`src/hw/rtl/olist_pkg.sv`:
```
package olist_pkg;

	localparam int CMD_W    = 3;
	localparam int POS_W    = 6;
	localparam int VALUE_W  = 32;
	localparam int STATUS_W = 2;
	localparam int RDATA_W  = 32;
	localparam int COUNT_W  = 7;

	typedef enum logic [CMD_W-1:0] {
		CMD_APPEND = 3'd0,
		CMD_INSERT = 3'd1,
		CMD_DELETE = 3'd2,
		CMD_SEARCH = 3'd3,
		CMD_READ   = 3'd4
	} cmd_code_t;

	typedef enum logic [STATUS_W-1:0] {
		STAT_OK        = 2'd0,
		STAT_BAD_INDEX = 2'd1,
		STAT_FULL      = 2'd2,
		STAT_NOT_FOUND = 2'd3
	} status_t;

	typedef enum logic [3:0] {
		S_IDLE,
		S_DECODE,
		S_INS_RD,
		S_INS_WR,
		S_INS_PUT,
		S_DEL_CHK,
		S_DEL_WR,
		S_SRCH_RD,
		S_SRCH_CMP,
		S_RD_CAP,
		S_DONE
	} state_t;

	typedef enum logic [2:0] {
		ASEL_COUNT,
		ASEL_POS,
		ASEL_K,
		ASEL_KM1,
		ASEL_KP1
	} addr_sel_t;

	typedef enum logic [2:0] {
		KOP_HOLD,
		KOP_COUNT,
		KOP_POS,
		KOP_ZERO,
		KOP_INC,
		KOP_DEC
	} k_op_t;

	typedef enum logic [1:0] {
		CNT_HOLD,
		CNT_INC,
		CNT_DEC
	} cnt_op_t;

	typedef struct packed {
		logic      in_ready;
		logic      mem_we;
		logic      wdata_mem;
		addr_sel_t waddr_sel;
		addr_sel_t raddr_sel;
		k_op_t     k_op;
		cnt_op_t   cnt_op;
		logic      set_status;
		status_t   status;
		logic      load_rdata;
		logic      out_load;
	} ctrl_cmd_t;

	typedef struct packed {
		logic             in_valid;
		logic [CMD_W-1:0] cmd;
		logic             full;
		logic             pos_gt_count;
		logic             pos_ge_count;
		logic             pos_eq_count;
		logic             count_zero;
		logic             k_prev_is_pos;
		logic             k_last;
		logic             match;
		logic             out_busy;
	} dp_stat_t;

endpackage

```
`src/hw/rtl/olist_if.sv`:
```
interface olist_req_if;
	import olist_pkg::*;

	logic               valid;
	logic               ready;
	logic [CMD_W-1:0]   command;
	logic [POS_W-1:0]   position;
	logic [VALUE_W-1:0] value;

	modport source (output valid, output command, output position, output value, input ready);
	modport sink   (input valid, input command, input position, input value, output ready);
endinterface

interface olist_rsp_if;
	import olist_pkg::*;

	logic                valid;
	logic                ready;
	logic [STATUS_W-1:0] status;
	logic [RDATA_W-1:0]  read_data;
	logic [COUNT_W-1:0]  entry_count;

	modport source (output valid, output status, output read_data, output entry_count, input ready);
	modport sink   (input valid, input status, input read_data, input entry_count, output ready);
endinterface

```
`src/hw/rtl/ordered_list_insert_delete_search_core.sv`:
```
// Ordered word list engine with append, insert, delete, search and read.
// Requests arrive on the req channel (command, position, value) and every
// request yields exactly one transaction on the rsp channel carrying status,
// read_data (nonzero only for a successful read) and entry_count.
// The list lives in a single-port-read, single-port-write memory with a
// registered read; every shift step takes one read and one write, and
// every compare step takes one read.
// Insert shifts the entries from the end down to the position one place up
// and then writes the new word; delete shifts the entries above the
// position one place down; search examines entries from the first up to
// the first match. Append, insert at the end and rejected requests finish
// at decode; read takes one memory read.
// One request is in work at a time; req.ready is high only while idle. The
// next request can be taken in the cycle after the response loads. A
// response waits in an output register, so the next request is taken while
// the receiver stalls; a finished request holds until the register frees.
// Reset clears the entry count and the response valid; list contents are
// left as they are and only entries below the count are ever used.
module ordered_list_insert_delete_search_core #(
	parameter int CAPACITY   = 64,
	parameter int DATA_WIDTH = 32
) (
	input  logic        clk,
	input  logic        arst_n,
	olist_req_if.sink   req,
	olist_rsp_if.source rsp
);
	import olist_pkg::*;

	ctrl_cmd_t ctrl_cmd;
	dp_stat_t  dp_stat;

	olist_ctrl u_ctrl (
		.clk    (clk),
		.arst_n (arst_n),
		.stat   (dp_stat),
		.cmd    (ctrl_cmd)
	);

	olist_dp #(
		.CAPACITY   (CAPACITY),
		.DATA_WIDTH (DATA_WIDTH)
	) u_dp (
		.clk    (clk),
		.arst_n (arst_n),
		.req    (req),
		.rsp    (rsp),
		.cmd    (ctrl_cmd),
		.stat   (dp_stat)
	);

endmodule

```
`src/hw/rtl/olist_ctrl.sv`:
```
module olist_ctrl (
	input  logic                 clk,
	input  logic                 arst_n,
	input  olist_pkg::dp_stat_t  stat,
	output olist_pkg::ctrl_cmd_t cmd
);
	import olist_pkg::*;

	state_t state_q;
	state_t state_d;

	always_ff @(posedge clk or negedge arst_n) begin
		if (!arst_n) begin
			state_q <= S_IDLE;
		end else begin
			state_q <= state_d;
		end
	end

	always_comb begin
		state_d = state_q;
		case (state_q)
			S_IDLE: begin
				if (stat.in_valid) state_d = S_DECODE;
			end
			S_DECODE: begin
				case (stat.cmd)
					CMD_INSERT: begin
						if (!stat.pos_gt_count && !stat.full && !stat.pos_eq_count)
							state_d = S_INS_RD;
						else
							state_d = S_DONE;
					end
					CMD_DELETE: begin
						state_d = stat.pos_ge_count ? S_DONE : S_DEL_CHK;
					end
					CMD_SEARCH: begin
						state_d = stat.count_zero ? S_DONE : S_SRCH_RD;
					end
					CMD_READ: begin
						state_d = stat.pos_ge_count ? S_DONE : S_RD_CAP;
					end
					default: state_d = S_DONE;
				endcase
			end
			S_INS_RD:   state_d = S_INS_WR;
			S_INS_WR:   state_d = stat.k_prev_is_pos ? S_INS_PUT : S_INS_RD;
			S_INS_PUT:  state_d = S_DONE;
			S_DEL_CHK:  state_d = stat.k_last ? S_DONE : S_DEL_WR;
			S_DEL_WR:   state_d = S_DEL_CHK;
			S_SRCH_RD:  state_d = S_SRCH_CMP;
			S_SRCH_CMP: begin
				if (stat.match || stat.k_last) state_d = S_DONE;
				else state_d = S_SRCH_RD;
			end
			S_RD_CAP:   state_d = S_DONE;
			S_DONE: begin
				if (!stat.out_busy) state_d = S_IDLE;
			end
			default:    state_d = S_IDLE;
		endcase
	end

	always_comb begin
		cmd            = '0;
		cmd.waddr_sel  = ASEL_K;
		cmd.raddr_sel  = ASEL_K;
		cmd.k_op       = KOP_HOLD;
		cmd.cnt_op     = CNT_HOLD;
		cmd.status     = STAT_OK;
		case (state_q)
			S_IDLE: begin
				cmd.in_ready = 1'b1;
			end
			S_DECODE: begin
				cmd.set_status = 1'b1;
				case (stat.cmd)
					CMD_APPEND: begin
						if (stat.full) begin
							cmd.status = STAT_FULL;
						end else begin
							cmd.mem_we    = 1'b1;
							cmd.waddr_sel = ASEL_COUNT;
							cmd.cnt_op    = CNT_INC;
						end
					end
					CMD_INSERT: begin
						if (stat.pos_gt_count) begin
							cmd.status = STAT_BAD_INDEX;
						end else if (stat.full) begin
							cmd.status = STAT_FULL;
						end else if (stat.pos_eq_count) begin
							cmd.mem_we    = 1'b1;
							cmd.waddr_sel = ASEL_COUNT;
							cmd.cnt_op    = CNT_INC;
						end else begin
							cmd.set_status = 1'b0;
							cmd.k_op       = KOP_COUNT;
						end
					end
					CMD_DELETE: begin
						if (stat.pos_ge_count) begin
							cmd.status = STAT_BAD_INDEX;
						end else begin
							cmd.set_status = 1'b0;
							cmd.k_op       = KOP_POS;
						end
					end
					CMD_SEARCH: begin
						cmd.k_op = KOP_ZERO;
						if (stat.count_zero) cmd.status = STAT_NOT_FOUND;
						else cmd.set_status = 1'b0;
					end
					CMD_READ: begin
						cmd.raddr_sel = ASEL_POS;
						if (stat.pos_ge_count) cmd.status = STAT_BAD_INDEX;
						else cmd.set_status = 1'b0;
					end
					default: cmd.status = STAT_BAD_INDEX;
				endcase
			end
			S_INS_RD: begin
				cmd.raddr_sel = ASEL_KM1;
			end
			S_INS_WR: begin
				cmd.mem_we    = 1'b1;
				cmd.wdata_mem = 1'b1;
				cmd.waddr_sel = ASEL_K;
				cmd.k_op      = KOP_DEC;
			end
			S_INS_PUT: begin
				cmd.mem_we     = 1'b1;
				cmd.waddr_sel  = ASEL_POS;
				cmd.cnt_op     = CNT_INC;
				cmd.set_status = 1'b1;
			end
			S_DEL_CHK: begin
				cmd.raddr_sel = ASEL_KP1;
				if (stat.k_last) begin
					cmd.cnt_op     = CNT_DEC;
					cmd.set_status = 1'b1;
				end
			end
			S_DEL_WR: begin
				cmd.mem_we    = 1'b1;
				cmd.wdata_mem = 1'b1;
				cmd.waddr_sel = ASEL_K;
				cmd.k_op      = KOP_INC;
			end
			S_SRCH_RD: begin
				cmd.raddr_sel = ASEL_K;
			end
			S_SRCH_CMP: begin
				if (stat.match) begin
					cmd.set_status = 1'b1;
				end else if (stat.k_last) begin
					cmd.set_status = 1'b1;
					cmd.status     = STAT_NOT_FOUND;
				end else begin
					cmd.k_op = KOP_INC;
				end
			end
			S_RD_CAP: begin
				cmd.load_rdata = 1'b1;
				cmd.set_status = 1'b1;
			end
			S_DONE: begin
				cmd.out_load = !stat.out_busy;
			end
			default: ;
		endcase
	end

endmodule

```
`src/hw/rtl/olist_dp.sv`:
```
module olist_dp #(
	parameter int CAPACITY   = 64,
	parameter int DATA_WIDTH = 32
) (
	input  logic                 clk,
	input  logic                 arst_n,
	olist_req_if.sink            req,
	olist_rsp_if.source          rsp,
	input  olist_pkg::ctrl_cmd_t cmd,
	output olist_pkg::dp_stat_t  stat
);
	import olist_pkg::*;

	localparam int AW   = (CAPACITY > 1) ? $clog2(CAPACITY) : 1;
	localparam int CW   = $clog2(CAPACITY + 1);
	localparam int CMPW = ((CW > POS_W) ? CW : POS_W) + 1;

	logic [DATA_WIDTH-1:0] mem [CAPACITY];
	logic [DATA_WIDTH-1:0] mem_rd_q;

	logic [CMD_W-1:0]      cmd_q;
	logic [POS_W-1:0]      pos_q;
	logic [DATA_WIDTH-1:0] word_q;
	logic [CW-1:0]         count_q;
	logic [AW-1:0]         k_q;
	status_t               status_q;
	logic [RDATA_W-1:0]    rdata_q;

	logic                  out_valid_q;
	status_t               out_status_q;
	logic [RDATA_W-1:0]    out_rdata_q;
	logic [COUNT_W-1:0]    out_count_q;

	logic [AW-1:0]         waddr;
	logic [AW-1:0]         raddr;
	logic [DATA_WIDTH-1:0] wdata;
	logic [CMPW-1:0]       pos_x;
	logic [CMPW-1:0]       count_x;
	logic [CMPW-1:0]       k_x;

	function automatic logic [AW-1:0] sel_addr(addr_sel_t sel, logic [AW-1:0] k,
		logic [POS_W-1:0] pos, logic [CW-1:0] cnt);
		logic [AW-1:0] a;
		case (sel)
			ASEL_COUNT: a = AW'(cnt);
			ASEL_POS:   a = AW'(pos);
			ASEL_KM1:   a = k - AW'(1);
			ASEL_KP1:   a = k + AW'(1);
			default:    a = k;
		endcase
		return a;
	endfunction

	assign waddr   = sel_addr(cmd.waddr_sel, k_q, pos_q, count_q);
	assign raddr   = sel_addr(cmd.raddr_sel, k_q, pos_q, count_q);
	assign wdata   = cmd.wdata_mem ? mem_rd_q : word_q;
	assign pos_x   = CMPW'(pos_q);
	assign count_x = CMPW'(count_q);
	assign k_x     = CMPW'(k_q);

	always_ff @(posedge clk) begin
		if (cmd.mem_we) mem[waddr] <= wdata;
		mem_rd_q <= mem[raddr];
	end

	always_ff @(posedge clk) begin
		if (cmd.in_ready && req.valid) begin
			cmd_q   <= req.command;
			pos_q   <= req.position;
			word_q  <= DATA_WIDTH'(req.value);
			rdata_q <= '0;
		end else if (cmd.load_rdata) begin
			rdata_q <= RDATA_W'(mem_rd_q);
		end
		if (cmd.set_status) status_q <= cmd.status;
		case (cmd.k_op)
			KOP_COUNT: k_q <= AW'(count_q);
			KOP_POS:   k_q <= AW'(pos_q);
			KOP_ZERO:  k_q <= '0;
			KOP_INC:   k_q <= k_q + AW'(1);
			KOP_DEC:   k_q <= k_q - AW'(1);
			default:   k_q <= k_q;
		endcase
		if (cmd.out_load) begin
			out_status_q <= status_q;
			out_rdata_q  <= rdata_q;
			out_count_q  <= COUNT_W'(count_q);
		end
	end

	always_ff @(posedge clk or negedge arst_n) begin
		if (!arst_n) begin
			count_q     <= '0;
			out_valid_q <= 1'b0;
		end else begin
			case (cmd.cnt_op)
				CNT_INC: count_q <= count_q + CW'(1);
				CNT_DEC: count_q <= count_q - CW'(1);
				default: count_q <= count_q;
			endcase
			if (cmd.out_load) out_valid_q <= 1'b1;
			else if (rsp.ready) out_valid_q <= 1'b0;
		end
	end

	assign req.ready       = cmd.in_ready;
	assign rsp.valid       = out_valid_q;
	assign rsp.status      = out_status_q;
	assign rsp.read_data   = out_rdata_q;
	assign rsp.entry_count = out_count_q;

	assign stat.in_valid      = req.valid;
	assign stat.cmd           = cmd_q;
	assign stat.full          = (count_x >= CMPW'(CAPACITY));
	assign stat.pos_gt_count  = (pos_x > count_x);
	assign stat.pos_ge_count  = (pos_x >= count_x);
	assign stat.pos_eq_count  = (pos_x == count_x);
	assign stat.count_zero    = (count_q == '0);
	assign stat.k_prev_is_pos = ((k_x - CMPW'(1)) == pos_x);
	assign stat.k_last        = ((k_x + CMPW'(1)) >= count_x);
	assign stat.match         = (mem_rd_q == word_q);
	assign stat.out_busy      = out_valid_q && !rsp.ready;

endmodule

```
`src/flat_wrapper.sv`:
```
// flat-port wrapper written by rule: the top's interface ports become plain ports
module ordered_list_insert_delete_search_core_flat import olist_pkg::*;
#(
	parameter int CAPACITY   = 64,
	parameter int DATA_WIDTH = 32
)
  (clk, arst_n, req_valid, req_command, req_position, req_value, req_ready, rsp_valid, rsp_status, rsp_read_data, rsp_entry_count, rsp_ready);
  olist_req_if req_i ();
  olist_rsp_if rsp_i ();
  input  logic clk;
  input  logic arst_n;
  input wire logic [$bits(req_i.valid)-1:0] req_valid;
  input wire logic [$bits(req_i.command)-1:0] req_command;
  input wire logic [$bits(req_i.position)-1:0] req_position;
  input wire logic [$bits(req_i.value)-1:0] req_value;
  output wire logic [$bits(req_i.ready)-1:0] req_ready;
  output wire logic [$bits(rsp_i.valid)-1:0] rsp_valid;
  output wire logic [$bits(rsp_i.status)-1:0] rsp_status;
  output wire logic [$bits(rsp_i.read_data)-1:0] rsp_read_data;
  output wire logic [$bits(rsp_i.entry_count)-1:0] rsp_entry_count;
  input wire logic [$bits(rsp_i.ready)-1:0] rsp_ready;
  assign req_i.valid = req_valid;
  assign req_i.command = req_command;
  assign req_i.position = req_position;
  assign req_i.value = req_value;
  assign req_ready = req_i.ready;
  assign rsp_valid = rsp_i.valid;
  assign rsp_status = rsp_i.status;
  assign rsp_read_data = rsp_i.read_data;
  assign rsp_entry_count = rsp_i.entry_count;
  assign rsp_i.ready = rsp_ready;
  ordered_list_insert_delete_search_core #(.CAPACITY(CAPACITY), .DATA_WIDTH(DATA_WIDTH)) u_core (.clk(clk), .arst_n(arst_n), .req(req_i), .rsp(rsp_i));
endmodule
```
`config.mk`:
```
export PLATFORM = sky130hd
export DESIGN_NAME = ordered_list_insert_delete_search_core_flat
export DESIGN_NICKNAME = d
export VERILOG_FILES = /design/src/hw/rtl/olist_pkg.sv /design/src/hw/rtl/olist_if.sv /design/src/hw/rtl/ordered_list_insert_delete_search_core.sv /design/src/hw/rtl/olist_ctrl.sv /design/src/hw/rtl/olist_dp.sv /design/src/flat_wrapper.sv
export SDC_FILE = /design/constraint.sdc
export NUM_CORES = 2
export LEC_CHECK = 0
export ABC_CLOCK_PERIOD_IN_PS = 10600
export BUFFER_PORTS_ARGS = -buffer_cell sky130_fd_sc_hd__buf_2
export CORE_MARGIN = 3
export CORE_UTILIZATION = 35
export CTS_CLUSTER_DIAMETER = 80
export DETAILED_ROUTE_END_ITERATION = 10
export MAX_ROUTING_LAYER = met4
export REMOVE_ABC_BUFFERS = 1
export SLEW_MARGIN = 25
export SYNTH_ARGS = -nofsm -noshare
export SYNTH_HDL_FRONTEND = slang
export SYNTH_SLANG_ARGS = --single-unit
```
`constraint.sdc`:
```
create_clock -name clk -period 10.6 [get_ports clk]
set_input_delay 2.12 -clock clk [delete_from_list [all_inputs] [get_ports clk]]
set_output_delay 2.12 -clock clk [all_outputs]
set_load 0.01 [all_outputs]
```
# After elaboration in Yosys (flattened, before gate mapping)
# Memories as Yosys holds them, arrays and structs flattened. A register that Yosys moved wholly into a read port is not among the register bits.
# Index checks and enable logic that the tools add are counted.
[classes]
n_lt_le_gt_ge = 4
n_reduce_logical = 23
eq_ne = 32
mux = 64
addsub = 6
[ops]
columns = ["cell", "count"]
rows = [
  ["case mux 6 bit (4 select lines)", 2],
  ["case mux 4 bit (10 select lines)", 1],
  ["== test 32 bit", 1],
  ["two-way mux 32 bit", 1],
  ["case mux 6 bit (5 select lines)", 1],
  ["two-way mux 4 bit", 7],
  ["two-way mux 2 bit", 11],
  ["two-way mux 1 bit", 19],
  ["== test 3 x 2 -> 1 bit (second input constant)", 6],
  ["case mux 3 bit (3 select lines)", 2],
  ["== test 4 x 3 -> 1 bit (second input constant)", 4],
  ["case mux 4 bit (4 select lines)", 1],
  ["== test 3 bit (second input constant)", 5],
  ["two-way mux 3 bit", 5],
  ["case mux 7 bit (2 select lines)", 1],
  ["== test 3 x 1 -> 1 bit (second input constant)", 4],
  ["== test 4 bit (second input constant)", 3],
  ["two-way mux 6 bit", 2],
  ["case mux 3 bit (2 select lines)", 2],
  ["case mux 3 bit (4 select lines)", 1],
  ["zero test 3 bit", 3],
  ["== test 4 x 2 -> 1 bit (second input constant)", 2],
  ["== test 8 x 6 -> 1 bit", 1],
  ["case mux 2 bit (2 select lines)", 2],
  ["30 further kinds", 42],
]
[totals]
n_memories = 1
elab_cells = 142
ff_bits = 134
mem_bits_rw = 2048
out_inout_bits = 43
[memory_table]
columns = ["memory", "depth", "word_bits", "rd", "rd_clocked_by_memory_dff", "wr", "line_no", "text"]
rows = [
  ["u_core.u_dp.mem", 64, 32, 1, 1, 1, "olist_dp.sv:18", "logic [DATA_WIDTH-1:0] mem [CAPACITY];"],
]

# Depth between registers and ports, before layout
[logic_depth]
ltp_word = 8
depth_mapped = 21

# Cells and area by module
# Synthesis repeated with hierarchy kept, for this count alone.
[hier_totals]
hier_cells = 6144
area_unflattened_um2 = 87017.2
[modules_own_cells]
columns = ["mod", "area_each_um2", "instances", "cells_each"]
rows = [
  ["olist_dp", 86335.3, 1, 6044],
  ["olist_ctrl", 681.9, 1, 100],
]

# Worst setup path after synthesis
# OpenSTA, ideal clock, no wires.
[synth_path]
path_type = "input-to-reg"
startpoint = "input port rsp_ready"
endpoint = "register u_core.u_dp.out_count_q[0], in the netlist u_core.u_dp.rsp.entry_count[0] (enable)"
t_arrival_ps = 5299
path_stages = 2
setup_time_ps = 499
path_buffers = 0
setup_slack_ps = 4802
t_required_ps = 10101
path_cell_list = "nand2b_1 > nor3b_1"
[synth_rtl]
columns = ["element", "line_no", "text"]
rows = [
  ["start: declaration", "flat_wrapper.sv:21", "input wire logic [$bits(rsp_i.ready)-1:0] rsp_ready;"],
  ["end signal: assignment", "olist_dp.sv:87", "out_count_q <= COUNT_W'(count_q);"],
  ["end: declaration", "olist_dp.sv:32", "logic [COUNT_W-1:0] out_count_q;"],
]

# Worst setup path in the final report
[layout_path]
startpoint = "register u_core.u_ctrl.state_q[0]"
endpoint = "register u_core.u_dp.mem_rd_q[14], read port of u_core.u_dp.mem"
[layout_between]
elab_chain_cells = 4
[layout_lines]
columns = ["element", "line_no", "text"]
rows = [
  ["start: declaration", "olist_ctrl.sv:9", "state_t state_q;"],
  ["start signal: assignment", "olist_ctrl.sv:16", "state_q <= state_d;"],
  ["== test 4 x 3 -> 1 bit (tied with other cells)", "olist_ctrl.sv:71", "case (state_q)"],
  ["case mux 3 bit (3 select lines) (*)", "olist_ctrl.sv:71", ""],
  ["== test 3 bit (tied with other cells)", "olist_dp.sv:44", "case (sel)"],
  ["case mux 6 bit (4 select lines) (*)", "olist_dp.sv:44", ""],
  ["end: declaration", "olist_dp.sv:19", "logic [DATA_WIDTH-1:0] mem_rd_q;"],
]
# Every way passes the cells marked *; elsewhere a longest branch is shown, timed or not.
# A chain may end at the register's enable or synchronous reset.

==> results.toml <==
[sta]
tightest_slew_ns = 1.172
fin_setup_tns_ns = 0
max_freq_ghz = 0.1685
fin_crit_ns = 5.935
slew_violations = 0
relSlewSlack_pct = 19.82
fin_skew_ns = 0.05018
layout_setup_ws_ns = 4.665
min_period_over_period_pct = 55.99
rsz0062_at_grt = "false"
worst_hold_slack_ns = 0.4190
setup_viol = 0
finalHoldViolCount = 0

[drt]
wl_per_cell_um = 25.23
drc = 0
top_layer = "met4"
drt_iter0_drc = 7050
routed_wl_um = 259600
vias_per_cell = 5.445
met2_length_um = 122100
ant_nets = 0
dr_wl_met3_um = 22430
dr.pass1.iters = 6
vias = 56040
wirelength_met1_um = 105300

[die]
coreArea_mm2 = 0.2496
dieArea_mm2 = 0.2579
row_count = 183
initial_core_util_pct = 35.32
fp.dieH_um = 507.8
die_x_um = 507.8
io_pins = 88

[cts]
clk_pin_slew_worst_paths_ns = 0.06
clock-root-buffer = "clkbuf_16"
post_cts_buffers = 0
cts_resized = 0
clk_latency_ns = 0.89
clkSinkCount = 2214
cts_buffer_depth = 3
cts_tree = "done"
hold_buffers = 0
numCtsBuffers = 217
ctsHtreeMaxLevel = 4

[placed_design]
portBuffers = 87
post_dp_cell_area_mm2 = 0.09295
dp.final_hpwl_um = 137800
gp_congestion = 0.9009
place_ws_ns = 4.846

[synthesis]
synth.avg_cell_area_um2 = 13.16
synth-edff-count = 2138
syn_inst = 6697
yosysSeqAreaShare_pct = 74.64
synth_top_area_share_pct = 72.84
synth_area_mm2 = 0.08814
synth_ff_type = "edfxtp_1"
synth_cell_types = 73
ys_async_sr_fraction_pct = 0.5420
ys_ff_latch = 2214
synth_warnings = 0
synth_area_leaders = "edfxtp_1 73%, nand2_1 8.5%, nand3_1 4.0%"
yosysTopAreaCell = "edfxtp_1"
netlist_top_cells_count = "2138 x edfxtp_1, 2007 x nand2_1, 705 x nand3_1"
synthMostInstantiatedCell = "edfxtp_1"

[grt]
grt_max_degree = 163
antenna_found_initial = 17
grt_pass1_wl_um = 373700
grt_util_all_layers_pct = 20.18
grt.overflow.total = 0
grt_pass1_vias = 52950

[setup_path]
criticalPathCategory = "reg2reg"
r2r_end = "u_core.u_dp.mem_rd_q[14]"
crit_path_end_kind = "flop"
arrival_ns = 6.75
worstPathMaxFanout = 102
r2r-start = "u_core.u_ctrl.state_q[0]"
rr_worst_depth = 11
cp-start-kind = "flop"
r2r_slack_ns = 4.67
cp.required_ns = 11.41

[final_layout]
finalInstanceArea_mm2 = 0.1000
num-nets-final = 6810
drive_gt1_share_pct = 10.52
multi_input_area_mm2 = 0.02108
n_fill_cell = 22990
syn_to_final_growth_pct = 13.50
seq_area_mm2 = 0.06578

[worst_hold_path]
hold_path_depth = 0
hold_class = "reg2reg"
hold_end = "u_core.u_dp.rsp.status[0]"
min_from = "u_core.u_dp.status_q[0]"

[run]
max_cap_viol_count = 0

[outcome]
outcome = "completed"
==> per-stage QoR <==
stage / util (%) / std cells
final: 40.08 / 10290
after global routing: 40.08 / 10290
after CTS: 40.04 / 10260
after detailed placement: 37.24 / 9854
after global placement: 37.21 / 9851
after floorplan: - / 6267
==> flip-flops by register name, indices dropped and copies added, names as in the netlist <==
| signal | count |
|---|---|
| u_core.u_dp.count_q | 7 |
| u_core.u_dp.mem | 2048 |
| u_core.u_dp.word_q | 32 |
| u_core.u_dp.rsp.entry_count | 7 |
| u_core.u_dp.k_q | 6 |
| u_core.u_dp.cmd_q | 3 |
| u_core.u_dp.rsp.valid | 1 |
| u_core.u_dp.pos_q | 6 |
| u_core.u_dp.mem_rd_q | 32 |
| u_core.u_dp.rdata_q | 32 |
| u_core.u_dp.rsp.status | 2 |
| u_core.u_dp.status_q | 2 |
| u_core.u_ctrl.state_q | 4 |
| u_core.u_dp.rsp.read_data | 32 |
==> how the worst max path moves through the flow <==
stage	from	slack, ns	end	depth (start not counted)
floorplan	u_core.u_ctrl.state_q[0]	-7.97	u_core.u_dp.mem_rd_q[24]	8
global placement	u_core.u_ctrl.state_q[0]	3.84	u_core.u_dp.mem_rd_q[15]	11
detailed placement	u_core.u_ctrl.state_q[0]	4.85	u_core.u_dp.mem_rd_q[10]	11
CTS	u_core.u_ctrl.state_q[0]	4.82	u_core.u_dp.mem_rd_q[10]	11
global route	u_core.u_ctrl.state_q[0]	4.46	u_core.u_dp.mem_rd_q[14]	11
finish	u_core.u_ctrl.state_q[0]	4.67	u_core.u_dp.mem_rd_q[14]	11
==> routing by layer <==
metal / global-route usage, % / up-vias
li1: - / 24690
met1: 26.71 / 28250
met2: 31.29 / 2684
met3: 3.285 / 416
met4: 7.723 / 0
met5: - / -
==> placed cells by master (no fill, tap or decap), types with 65 or more instances in the layout <==
cell type / count
a21oi_1: 270
nand3_1: 701
buf_4: 156
a311oi_1: 74
edfxtp_1: 2138
nand2_1: 2007
buf_2: 88
a31oi_1: 110
and3_1: 218
clkbuf_1: 65
nor2_4: 65
clkbuf_16: 218
==> critical path, cell delays in order (launching register included) <==
cell	delay, ns
dfrtp_1	0.67
or4b_1	0.74
o2111ai_1	0.43
and3_4	0.71
buf_4	0.68
buf_12	0.44
nand2_1	0.12
and3_1	0.21
a311oi_2	0.24
a31oi_1	0.12
a2111oi_1	1.00
and3_1	0.25
==> cell type report <==
cell class,count,area share (%)
timing repair buffer,257,1.871
antenna,31,0.07755
inverter,18,0.06754
sequential,2214,65.76
multi-input combinational,4035,21.07
tap,3330,4.165
clock buffer,290,5.793
clock inverter,116,1.193
==> cells by family after synthesis <==
family | count (synthesis) | share of synthesized area [%]
and+or+nand+nor | 3182 | 15.66
buffers and inverters | 448 | 2.261
adders and majority gates | 22 | 0.3208
xor gates and xnor gates | 53 | 0.5267
AOI/OAI and AO/OA | 665 | 5.027
muxes | 113 | 1.570
DFF | 2214 | 74.64
Power is left out: the tool's default activity adds up to more than one toggle a clock period on the data nets, which glitch-free logic cannot reach.
